===== src/hdl/lfu_pkg.sv =====
// Shared types and constants for the LFU cache lookup/insert block.
`timescale 1ns / 1ps
`default_nettype none
package lfu_pkg;

    localparam int STAMP_BITS = 48;
    localparam int CAP_BITS   = 5;
    localparam logic [CAP_BITS-1:0] CAP_RESET = 5'd16;

    localparam logic MODE_GET = 1'b0;
    localparam logic MODE_PUT = 1'b1;

    typedef enum logic [1:0] {
        ST_IDLE,
        ST_SCAN,
        ST_FIN
    } t_state;

    // controller -> datapath
    typedef struct packed {
        logic load;    // request accepted this cycle
        logic scan;    // slot scan running
        logic commit;  // write back and present the result
    } t_dp_cmd;

    // datapath -> controller
    typedef struct packed {
        logic refuse;     // put with capacity zero at the request inputs
        logic scan_done;  // last slot compared this cycle
    } t_dp_stat;

endpackage
`default_nettype wire


===== src/hdl/lfu_ctrl.sv =====
// Sequencer for accept, slot scan and write-back.
`timescale 1ns / 1ps
`default_nettype none
module lfu_ctrl
    import lfu_pkg::*;
(
    input  wire logic     i_clk,
    input  wire logic     i_rst_n,
    input  wire logic     i_start,
    input  wire t_dp_stat i_stat,
    output logic          o_busy,
    output t_dp_cmd       o_cmd
);

    t_state r_state;
    t_state n_state;

    always_ff @(posedge i_clk) begin
        if (!i_rst_n) begin
            r_state <= ST_IDLE;
        end else begin
            r_state <= n_state;
        end
    end

    always_comb begin
        n_state = r_state;
        unique case (r_state)
            ST_IDLE: begin
                if (i_start) begin
                    n_state = i_stat.refuse ? ST_FIN : ST_SCAN;
                end
            end
            ST_SCAN: begin
                if (i_stat.scan_done) begin
                    n_state = ST_FIN;
                end
            end
            ST_FIN: begin
                n_state = ST_IDLE;
            end
            default: begin
                n_state = ST_IDLE;
            end
        endcase
    end

    always_comb begin
        o_busy        = 1'b1;
        o_cmd         = '0;
        unique case (r_state)
            ST_IDLE: begin
                o_busy     = 1'b0;
                o_cmd.load = i_start;
            end
            ST_SCAN: begin
                o_cmd.scan = 1'b1;
            end
            ST_FIN: begin
                o_cmd.commit = 1'b1;
            end
            default: begin
                o_busy = 1'b1;
            end
        endcase
    end

    a_fin_one_cycle: assert property (@(posedge i_clk) disable iff (!i_rst_n)
        r_state == ST_FIN |=> r_state == ST_IDLE)
        else $error("write-back state held more than one cycle");

    a_scan_exit: assert property (@(posedge i_clk) disable iff (!i_rst_n)
        (r_state == ST_SCAN && i_stat.scan_done) |=> r_state == ST_FIN)
        else $error("scan end did not lead to write-back");

endmodule
`default_nettype wire


===== src/hdl/lfu_dp.sv =====
// Slot memories, scan accumulators, write-back and result registers.
`timescale 1ns / 1ps
`default_nettype none
module lfu_dp
    import lfu_pkg::*;
#(
    parameter int ENTRIES    = 16,
    parameter int KEY_BITS   = 32,
    parameter int VALUE_BITS = 32,
    parameter int COUNT_BITS = 16
) (
    input  wire logic                  i_clk,
    input  wire logic                  i_rst_n,
    input  wire t_dp_cmd               i_cmd,
    output t_dp_stat                   o_stat,
    input  wire logic                  i_cfg_we,
    input  wire logic [CAP_BITS-1:0]   i_cfg_wdata,
    input  wire logic                  i_mode,
    input  wire logic [KEY_BITS-1:0]   i_key,
    input  wire logic [VALUE_BITS-1:0] i_value,
    output logic                       o_done,
    output logic                       o_hit,
    output logic [VALUE_BITS-1:0]      o_read_value,
    output logic                       o_evicted,
    output logic [KEY_BITS-1:0]        o_evicted_key,
    output logic                       o_refused
);

    localparam int IW   = (ENTRIES > 1) ? $clog2(ENTRIES) : 1;
    localparam int UW   = $clog2(ENTRIES + 1);
    localparam int CMPW = (UW > CAP_BITS) ? UW : CAP_BITS;
    localparam logic [IW-1:0] LAST_IDX = IW'(ENTRIES - 1);

    // slot storage
    logic [KEY_BITS-1:0]   r_mem_key   [ENTRIES];
    logic [VALUE_BITS-1:0] r_mem_value [ENTRIES];
    logic [COUNT_BITS-1:0] r_mem_count [ENTRIES];
    logic [STAMP_BITS-1:0] r_mem_stamp [ENTRIES];
    logic [ENTRIES-1:0]    r_valid;

    logic [CAP_BITS-1:0]   r_capacity;
    logic [STAMP_BITS-1:0] r_stamp;

    // latched request
    logic                  r_put;
    logic                  r_refuse;
    logic [KEY_BITS-1:0]   r_key;
    logic [VALUE_BITS-1:0] r_value;

    // scan pipeline
    logic                  r_issue;
    logic [IW-1:0]         r_addr;
    logic                  r_cmp_vld;
    logic [IW-1:0]         r_cmp_idx;
    logic [KEY_BITS-1:0]   r_rd_key;
    logic [VALUE_BITS-1:0] r_rd_value;
    logic [COUNT_BITS-1:0] r_rd_count;
    logic [STAMP_BITS-1:0] r_rd_stamp;

    // scan results
    logic                  r_found;
    logic [IW-1:0]         r_found_idx;
    logic [VALUE_BITS-1:0] r_found_value;
    logic [COUNT_BITS-1:0] r_found_count;
    logic [UW-1:0]         r_used;
    logic                  r_free_found;
    logic [IW-1:0]         r_free_idx;
    logic                  r_vic_found;
    logic [IW-1:0]         r_vic_idx;
    logic [KEY_BITS-1:0]   r_vic_key;
    logic [COUNT_BITS-1:0] r_vic_count;
    logic [STAMP_BITS-1:0] r_vic_stamp;

    logic                  r_done;
    logic                  r_hit;
    logic [VALUE_BITS-1:0] r_read_value;
    logic                  r_evicted;
    logic [KEY_BITS-1:0]   r_evicted_key;
    logic                  r_refused;

    logic                  slot_live;
    logic                  vic_better;
    logic                  full;
    logic                  evict;
    logic                  do_insert;
    logic [IW-1:0]         ins_idx;
    logic [COUNT_BITS-1:0] bumped_count;

    assign o_stat.refuse    = (i_mode == MODE_PUT) && (r_capacity == '0);
    assign o_stat.scan_done = r_cmp_vld && (r_cmp_idx == LAST_IDX);

    assign slot_live  = r_cmp_vld && r_valid[r_cmp_idx];
    assign vic_better = !r_vic_found || (r_rd_count < r_vic_count)
                        || ((r_rd_count == r_vic_count) && (r_rd_stamp < r_vic_stamp));

    // used >= min(capacity, ENTRIES)
    assign full = (CMPW'(r_used) >= CMPW'(r_capacity)) || (r_used >= UW'(ENTRIES));
    assign evict     = !r_found && r_put && full && r_vic_found;
    assign do_insert = !r_found && r_put && !r_refuse;
    assign ins_idx   = (evict && (!r_free_found || (r_vic_idx < r_free_idx)))
                       ? r_vic_idx : r_free_idx;
    assign bumped_count = (r_found_count == '1) ? r_found_count
                                                : r_found_count + COUNT_BITS'(1);

    always_ff @(posedge i_clk) begin
        if (!i_rst_n) begin
            r_capacity <= CAP_RESET;
        end else if (i_cfg_we) begin
            r_capacity <= i_cfg_wdata;
        end
    end

    // request latch and scan accumulators
    always_ff @(posedge i_clk) begin
        if (i_cmd.load) begin
            r_put        <= (i_mode == MODE_PUT);
            r_refuse     <= o_stat.refuse;
            r_key        <= i_key;
            r_value      <= i_value;
            r_addr       <= '0;
            r_found      <= 1'b0;
            r_used       <= '0;
            r_free_found <= 1'b0;
            r_vic_found  <= 1'b0;
        end else begin
            if (i_cmd.scan && r_issue) begin
                r_addr <= r_addr + IW'(1);
            end
            if (r_cmp_vld) begin
                if (slot_live) begin
                    r_used <= r_used + UW'(1);
                    if (!r_found && r_rd_key == r_key) begin
                        r_found       <= 1'b1;
                        r_found_idx   <= r_cmp_idx;
                        r_found_value <= r_rd_value;
                        r_found_count <= r_rd_count;
                    end
                    if (vic_better) begin
                        r_vic_found <= 1'b1;
                        r_vic_idx   <= r_cmp_idx;
                        r_vic_key   <= r_rd_key;
                        r_vic_count <= r_rd_count;
                        r_vic_stamp <= r_rd_stamp;
                    end
                end else if (!r_free_found) begin
                    r_free_found <= 1'b1;
                    r_free_idx   <= r_cmp_idx;
                end
            end
        end
        r_cmp_idx <= r_addr;
    end

    always_ff @(posedge i_clk) begin
        if (!i_rst_n) begin
            r_issue   <= 1'b0;
            r_cmp_vld <= 1'b0;
        end else begin
            r_cmp_vld <= i_cmd.scan && r_issue;
            if (i_cmd.load) begin
                r_issue <= 1'b1;
            end else if (i_cmd.scan && r_addr == LAST_IDX) begin
                r_issue <= 1'b0;
            end
        end
    end

    // memory read port, one slot per cycle
    always_ff @(posedge i_clk) begin
        r_rd_key   <= r_mem_key[r_addr];
        r_rd_value <= r_mem_value[r_addr];
        r_rd_count <= r_mem_count[r_addr];
        r_rd_stamp <= r_mem_stamp[r_addr];
    end

    // memory write port
    always_ff @(posedge i_clk) begin
        if (i_cmd.commit && !r_refuse) begin
            if (r_found) begin
                r_mem_count[r_found_idx] <= bumped_count;
                r_mem_stamp[r_found_idx] <= r_stamp;
                if (r_put) begin
                    r_mem_value[r_found_idx] <= r_value;
                end
            end else if (r_put) begin
                r_mem_key[ins_idx]   <= r_key;
                r_mem_value[ins_idx] <= r_value;
                r_mem_count[ins_idx] <= COUNT_BITS'(1);
                r_mem_stamp[ins_idx] <= r_stamp;
            end
        end
    end

    always_ff @(posedge i_clk) begin
        if (!i_rst_n) begin
            r_valid <= '0;
            r_stamp <= '0;
        end else if (i_cmd.commit && !r_refuse) begin
            if (r_found || r_put) begin
                r_stamp <= r_stamp + STAMP_BITS'(1);
            end
            // a victim slot reused by the insert simply stays valid
            if (evict && (ins_idx != r_vic_idx)) begin
                r_valid[r_vic_idx] <= 1'b0;
            end
            if (do_insert) begin
                r_valid[ins_idx] <= 1'b1;
            end
        end
    end

    always_ff @(posedge i_clk) begin
        if (!i_rst_n) begin
            r_done <= 1'b0;
        end else begin
            r_done <= i_cmd.commit;
        end
        if (i_cmd.commit) begin
            r_hit         <= !r_refuse && r_found;
            r_read_value  <= (!r_refuse && r_found && !r_put) ? r_found_value : '0;
            r_evicted     <= !r_refuse && evict;
            r_evicted_key <= (!r_refuse && evict) ? r_vic_key : '0;
            r_refused     <= r_refuse;
        end
    end

    assign o_done        = r_done;
    assign o_hit         = r_hit;
    assign o_read_value  = r_read_value;
    assign o_evicted     = r_evicted;
    assign o_evicted_key = r_evicted_key;
    assign o_refused     = r_refused;

    a_outcome_excl: assert property (@(posedge i_clk) disable iff (!i_rst_n)
        o_done |-> !(o_hit && o_evicted) && !(o_refused && (o_hit || o_evicted)))
        else $error("conflicting result flags");

    a_insert_slot: assert property (@(posedge i_clk) disable iff (!i_rst_n)
        (i_cmd.commit && do_insert) |-> (r_free_found || evict))
        else $error("insert without a free or evicted slot");

    a_done_pulse: assert property (@(posedge i_clk) disable iff (!i_rst_n)
        o_done |=> !o_done)
        else $error("result strobe held for two cycles");

    a_insert_free: assert property (@(posedge i_clk) disable iff (!i_rst_n)
        (i_cmd.commit && do_insert && !evict) |-> !r_valid[ins_idx])
        else $error("insert over a live slot");

endmodule
`default_nettype wire


===== src/hdl/lfu_cache_lookup_insert.sv =====
// Top level of the LFU cache: controller plus datapath.
//
// Usage: drive i_mode (0 get, 1 put), i_key and i_value and raise start. The
// request is taken at a clock edge where start is high and busy is low. One
// result comes back per request: o_done is high for exactly one cycle with
// o_hit, o_read_value, o_evicted, o_evicted_key and o_refused valid. The
// receiver cannot hold a result off; it must take it in that cycle.
// Operation: a request scans every slot through one memory read port, one
// slot per cycle, through a registered read, then writes back; busy stays
// high through it and o_done is registered from the write-back, so a new
// request is taken only once the last has finished, at the earliest while
// its o_done is high. A put refused at capacity zero skips the scan. The
// user must write capacity through i_cfg_we / i_cfg_wdata only while the
// block is idle; the block itself does not enforce it.
// Reset (i_rst_n low, synchronous) empties the cache, clears the age stamp,
// sets capacity to 16 and drops any request in flight; no clearing pass.
`timescale 1ns / 1ps
`default_nettype none
module lfu_cache_lookup_insert
    import lfu_pkg::*;
#(
    parameter int ENTRIES    = 16,
    parameter int KEY_BITS   = 32,
    parameter int VALUE_BITS = 32,
    parameter int COUNT_BITS = 16
) (
    input  wire logic                  i_clk,
    input  wire logic                  i_rst_n,
    input  wire logic                  start,
    output logic                       busy,
    input  wire logic                  i_mode,
    input  wire logic [KEY_BITS-1:0]   i_key,
    input  wire logic [VALUE_BITS-1:0] i_value,
    input  wire logic                  i_cfg_we,
    input  wire logic [CAP_BITS-1:0]   i_cfg_wdata,
    output logic                       o_done,
    output logic                       o_hit,
    output logic [VALUE_BITS-1:0]      o_read_value,
    output logic                       o_evicted,
    output logic [KEY_BITS-1:0]        o_evicted_key,
    output logic                       o_refused
);

    t_dp_cmd  cmd;
    t_dp_stat stat;

    lfu_ctrl u_ctrl (
        .i_clk   (i_clk),
        .i_rst_n (i_rst_n),
        .i_start (start),
        .i_stat  (stat),
        .o_busy  (busy),
        .o_cmd   (cmd)
    );

    lfu_dp #(
        .ENTRIES    (ENTRIES),
        .KEY_BITS   (KEY_BITS),
        .VALUE_BITS (VALUE_BITS),
        .COUNT_BITS (COUNT_BITS)
    ) u_dp (
        .i_clk         (i_clk),
        .i_rst_n       (i_rst_n),
        .i_cmd         (cmd),
        .o_stat        (stat),
        .i_cfg_we      (i_cfg_we),
        .i_cfg_wdata   (i_cfg_wdata),
        .i_mode        (i_mode),
        .i_key         (i_key),
        .i_value       (i_value),
        .o_done        (o_done),
        .o_hit         (o_hit),
        .o_read_value  (o_read_value),
        .o_evicted     (o_evicted),
        .o_evicted_key (o_evicted_key),
        .o_refused     (o_refused)
    );

endmodule
`default_nettype wire


===== config.mk =====
export PLATFORM = sky130hd
export DESIGN_NAME = lfu_cache_lookup_insert
export DESIGN_NICKNAME = d
export VERILOG_FILES = /design/src/hdl/lfu_pkg.sv /design/src/hdl/lfu_ctrl.sv /design/src/hdl/lfu_dp.sv /design/src/hdl/lfu_cache_lookup_insert.sv
export SDC_FILE = /design/constraint.sdc
export NUM_CORES = 2
export LEC_CHECK = 0
export BUFFER_PORTS_ARGS = -buffer_cell sky130_fd_sc_hd__buf_2
export CAP_MARGIN = 5
export CORE_AREA = 3 3 407 409
export CTS_BUF_LIST = sky130_fd_sc_hd__clkbuf_4
export DETAILED_ROUTE_END_ITERATION = 8
export DIE_AREA = 0 0 410 412
export PLACE_DENSITY = 0.85
export SLEW_MARGIN = 40
export SYNTH_ARGS = -nofsm -noshare
export SYNTH_HDL_FRONTEND = slang
export SYNTH_SLANG_ARGS = --single-unit

===== constraint.sdc =====
create_clock -name i_clk -period 9.2 [get_ports i_clk]
set_clock_uncertainty 0.15 [all_clocks]
set_input_delay 2.3 -clock i_clk [delete_from_list [all_inputs] [get_ports i_clk]]
set_output_delay 2.3 -clock i_clk [all_outputs]
set_load 0.02 [all_outputs]

==> metrics <==
Rel. slew slack 39.4%; layout cell share with drive strength beyond 1 a little over a third; worst-skew pair later-pin latency 1.42 ns; 1st-pass router iterations 6; cell family with most CP delay simple AND/OR/NAND/NOR gates; syn_nets ~4400; Lkg Pwr between 0.03 and 0.04 uW; cell chain of the critical path nand4bb_1 > or2_2 > a31oi_1 > a21oi_2 > nor3_2 > buf_4 > buf_4; post-synthesis cell type count 67; Int Pwr about 18000 uW; routed vias/inst around 6.4; P&R area growth vs syn 12.6%; Comb power frac under 10%; Post-DRT Antenna Nets 0; setup violators final 0; Clk network pwr share about two fifths; dpl cell area around 0.10 mm^2; measured slew at the worst slew-check pin approximately 0.91 ns; ys async rst share 0%; Starting Density approximately three fifths; hpwl dp between 100000 and 150000 um; synthesized instance count between 4000 and 5000; crit path kind reg2reg; register area share after synthesis approximately four fifths; most used flip-flop cell after synthesis edfxtp_1; Final Hold Fails 0; synthesized-area fraction occupied by xor and xnor cells 0.734%; Vias between 40000 and 50000; Power per Cell Area 214 mW/mm^2; slowest stage delay, CP roughly 0.81 ns; Max rail drop VDD about 0.00013 V; drt drc 0; flop-to-flop setup slack 4.02 ns; initial antenna violation count 8; post-synthesis mux area share about 15%; Power Total roughly 23000 uW; largest family of logic cells by synthesized area multiplexers; core area between 0.15 and 0.2 mm^2; syn_area_per_cell 22.5 um^2; CP max-delay cell nand4bb_1; postcts setup bufs 0; synth warn 0; final wirelength 220000 um; post-route minimum period between 5 and 6 ns; # H-tree levels 6; nature of the critical path startpoint flip-flop; Die Y-Extent around 410 um; clk slew on worst S/H paths ~0.070 ns; Worst Setup End Kind flip-flop; Critical R2R Launch u_ctrl.r_state[0]$_SDFFE_PN0P_; largest net degree at the start of global routing between 90 and 100; Tightest Hold Check Type reg2reg; maximum fanout along the worst path 36; Resize count post-CTS 0; # nets final between 5000 and 6000; #FFs+latches synth 2555; CTS root buf clkbuf_4; hold path cells 0; hold endpoint u_dp.r_found_value[5]$_DFFE_PP_; post-synthesis compound-gate area fraction about 1.3%; DR iter-0 viols between 6000 and 7000; Final Cell Area ~0.11 mm^2; WL per Instance just under 30 um; gr usage total between 20% and 30%; status complete, no violations; max cap viols 0; R2R cell count 7; RR Endpoint u_dp.r_mem_stamp[8][12]$_DFFE_PP_; CTS Sinks ~2600; NetSw slightly below 5000 uW; Final Cycle Share a little under three fifths; die footprint 0.169 mm^2; adder and majority cell fraction of the synthesized area 0.983%; cts hold-fix bufs 0; Fmax achieved a little under 200 MHz; clock tree buffer depth 4; RD Place Congestion 0.820; I/O pins ~140; RSZ-0062 raised after global routing no; fillers approximately 9500; sequential fraction of design power between 50 and 60%; CP most frequent cell buf_4; vias in the first global route a little over 50000; Post-synth EDFFs 2337; required time of the critical path around 10 ns; Sw Share 21.6%; WP buf/inv 2; Synth Area in Simple Gates under 10%; cell row count roughly 150; CTS tree done; crit path DAT between 5 and 6 ns; total congestion overflow 0; Die W between 400 and 500 um; first-pass GRT wire length approximately 330000 um; IO buf count roughly 140; Max Slew Vio Count 0; TritonCTS buffer count 618; hold path startpoint u_dp.r_rd_value[5]$_DFF_P_; mapped cell area between 0.09 and 0.1 mm^2
## cells in the mapped netlist, types with 7 or more instances
master	count	share of area (%)
o31a_1	18	0.17
and2_1	71	0.47
o21a_1	20	0.16
dfxtp_1	218	4.6
nor4_1	26	0.17
buf_1	35	0.14
buf_2	15	0.079
nand2_1	57	0.22
or3_1	18	0.12
mux4_2	645	15
mux2i_1	11	0.12
ha_1	75	0.98
and3_1	12	0.079
nor2_1	88	0.35
xnor2_1	41	0.38
a21oi_1	42	0.22
xor2_1	39	0.36
nand4_1	39	0.26
o21ai_0	23	0.12
clkbuf_1	133	0.52
inv_1	91	0.36
nor2b_1	9	0.059
edfxtp_1	2337	73
nor3_1	34	0.18
nand2b_1	7	0.046
nand3_1	29	0.15
a21o_1	9	0.071
## worst max path at each step
stage,start,endpoint,slack [ns],cells past startpoint
CTS,u_ctrl.r_state[0]$_SDFFE_PN0P_,u_dp.r_mem_stamp[15][28]$_DFFE_PP_,4.02,7
global placement,u_ctrl.r_state[0]$_SDFFE_PN0P_,u_dp.r_mem_stamp[11][7]$_DFFE_PP_,4.38,7
floorplan,u_ctrl.r_state[1]$_SDFFE_PN0P_,u_dp.r_mem_count[10][0]$_DFFE_PP_,-0.08,5
finish,u_ctrl.r_state[0]$_SDFFE_PN0P_,u_dp.r_mem_stamp[8][12]$_DFFE_PP_,4.02,7
global route,u_ctrl.r_state[0]$_SDFFE_PN0P_,u_dp.r_mem_stamp[7][22]$_DFFE_PP_,3.91,7
detailed placement,u_ctrl.r_state[0]$_SDFFE_PN0P_,u_dp.r_mem_stamp[11][11]$_DFFE_PP_,4.23,7
## cell families (layout without fill, tap and decap cells)
| group | after synthesis | after routing |
|---|---|---|
| other | 0 | 10 |
| AOI/OAI and AO/OA | 172 | 172 |
| buffers and inverters | 275 | 1431 |
| and+or+nand+nor | 424 | 424 |
| muxes | 665 | 665 |
| xor gates and xnor gates | 80 | 80 |
| DFF | 2555 | 2555 |
| adders and majority gates | 75 | 75 |
## state kept, by name (all words and copies together), names as in the netlist, 5 cells and up
name / count
u_dp.r_value: 32
u_dp.r_vic_count: 16
u_dp.o_evicted_key: 32
u_dp.r_mem_key: 512
u_dp.o_read_value: 32
u_dp.r_stamp: 48
u_dp.r_mem_stamp: 768
u_dp.r_found_count: 16
u_dp.r_used: 5
u_dp.r_key: 32
u_dp.r_vic_stamp: 48
u_dp.r_mem_value: 512
u_dp.r_rd_count: 16
u_dp.r_mem_count: 256
u_dp.r_rd_stamp: 48
u_dp.r_vic_key: 32
u_dp.r_rd_value: 32
u_dp.r_found_value: 32
u_dp.r_valid: 16
u_dp.r_capacity: 5
u_dp.r_rd_key: 32
## cell usage in the layout (no fill, tap or decap), drive strengths merged, types with 20 or more instances in the layout
master  instances
xnor2          41
nand2          58
a21oi          42
nand4          40
nand3          29
dfxtp         218
o21ai          29
o21a           20
xor2           39
inv           101
and2           71
clkbuf        922
nor4           30
nor2           89
buf           243
edfxtp       2337
mux4          645
nor3           34
ha             75
clkinv        152
## power by group through the flow
stage          combinational [uW]  sequential [uW]  clock [uW]
2_1_floorplan                 664            13000           0
3_3_place_gp                  813            13100           0
3_5_place_dp                  856            13100           0
4_1_cts                       871            12800        9530
5_1_grt                       914            12800       10100
6_report                      857            12800        9360
## routing by layer
| metal | GRT usage (%) | wire, um | vias to the layer above |
|---|---|---|---|
| li1 | - | - | 19500 |
| met5 | 0 | 12 | - |
| met3 | 6.42 | 23500 | 620 |
| met2 | 42.8 | 111000 | 3592 |
| met1 | 34.2 | 76600 | 24700 |
| met4 | 12.1 | 8670 | 2 |
## area by class of cell
| cell class | count | area [um^2] | area share (%) |
|---|---|---|---|
| flip-flops and latches | 2555 | 74600 | 69.3 |
| multi-input cells | 1416 | 20300 | 18.9 |
| clock buffers | 922 | 6920 | 6.44 |
| well taps | 2175 | 2720 | 2.53 |
| repair buffers | 243 | 1690 | 1.57 |
| clock inverters | 174 | 1000 | 0.930 |
| inverters | 92 | 348 | 0.323 |
| diodes | 10 | 25.0 | 0.0233 |
## through the flow
step	setup slack (ns)	util [%]	hold WS [ns]	TNS [ns]	instances
floorplan	-0.0781	-	0.179	-31.70	4246
global placement	4.38	61.2	0.238	0	6474
detailed placement	4.23	61.3	0.239	0	6480
CTS	4.02	66.2	0.223	0	7576
global route	3.91	66.2	0.238	0	7582
finish	4.02	66.2	0.232	0	7587
No activity file was read; power rests on OpenSTA's default activity.
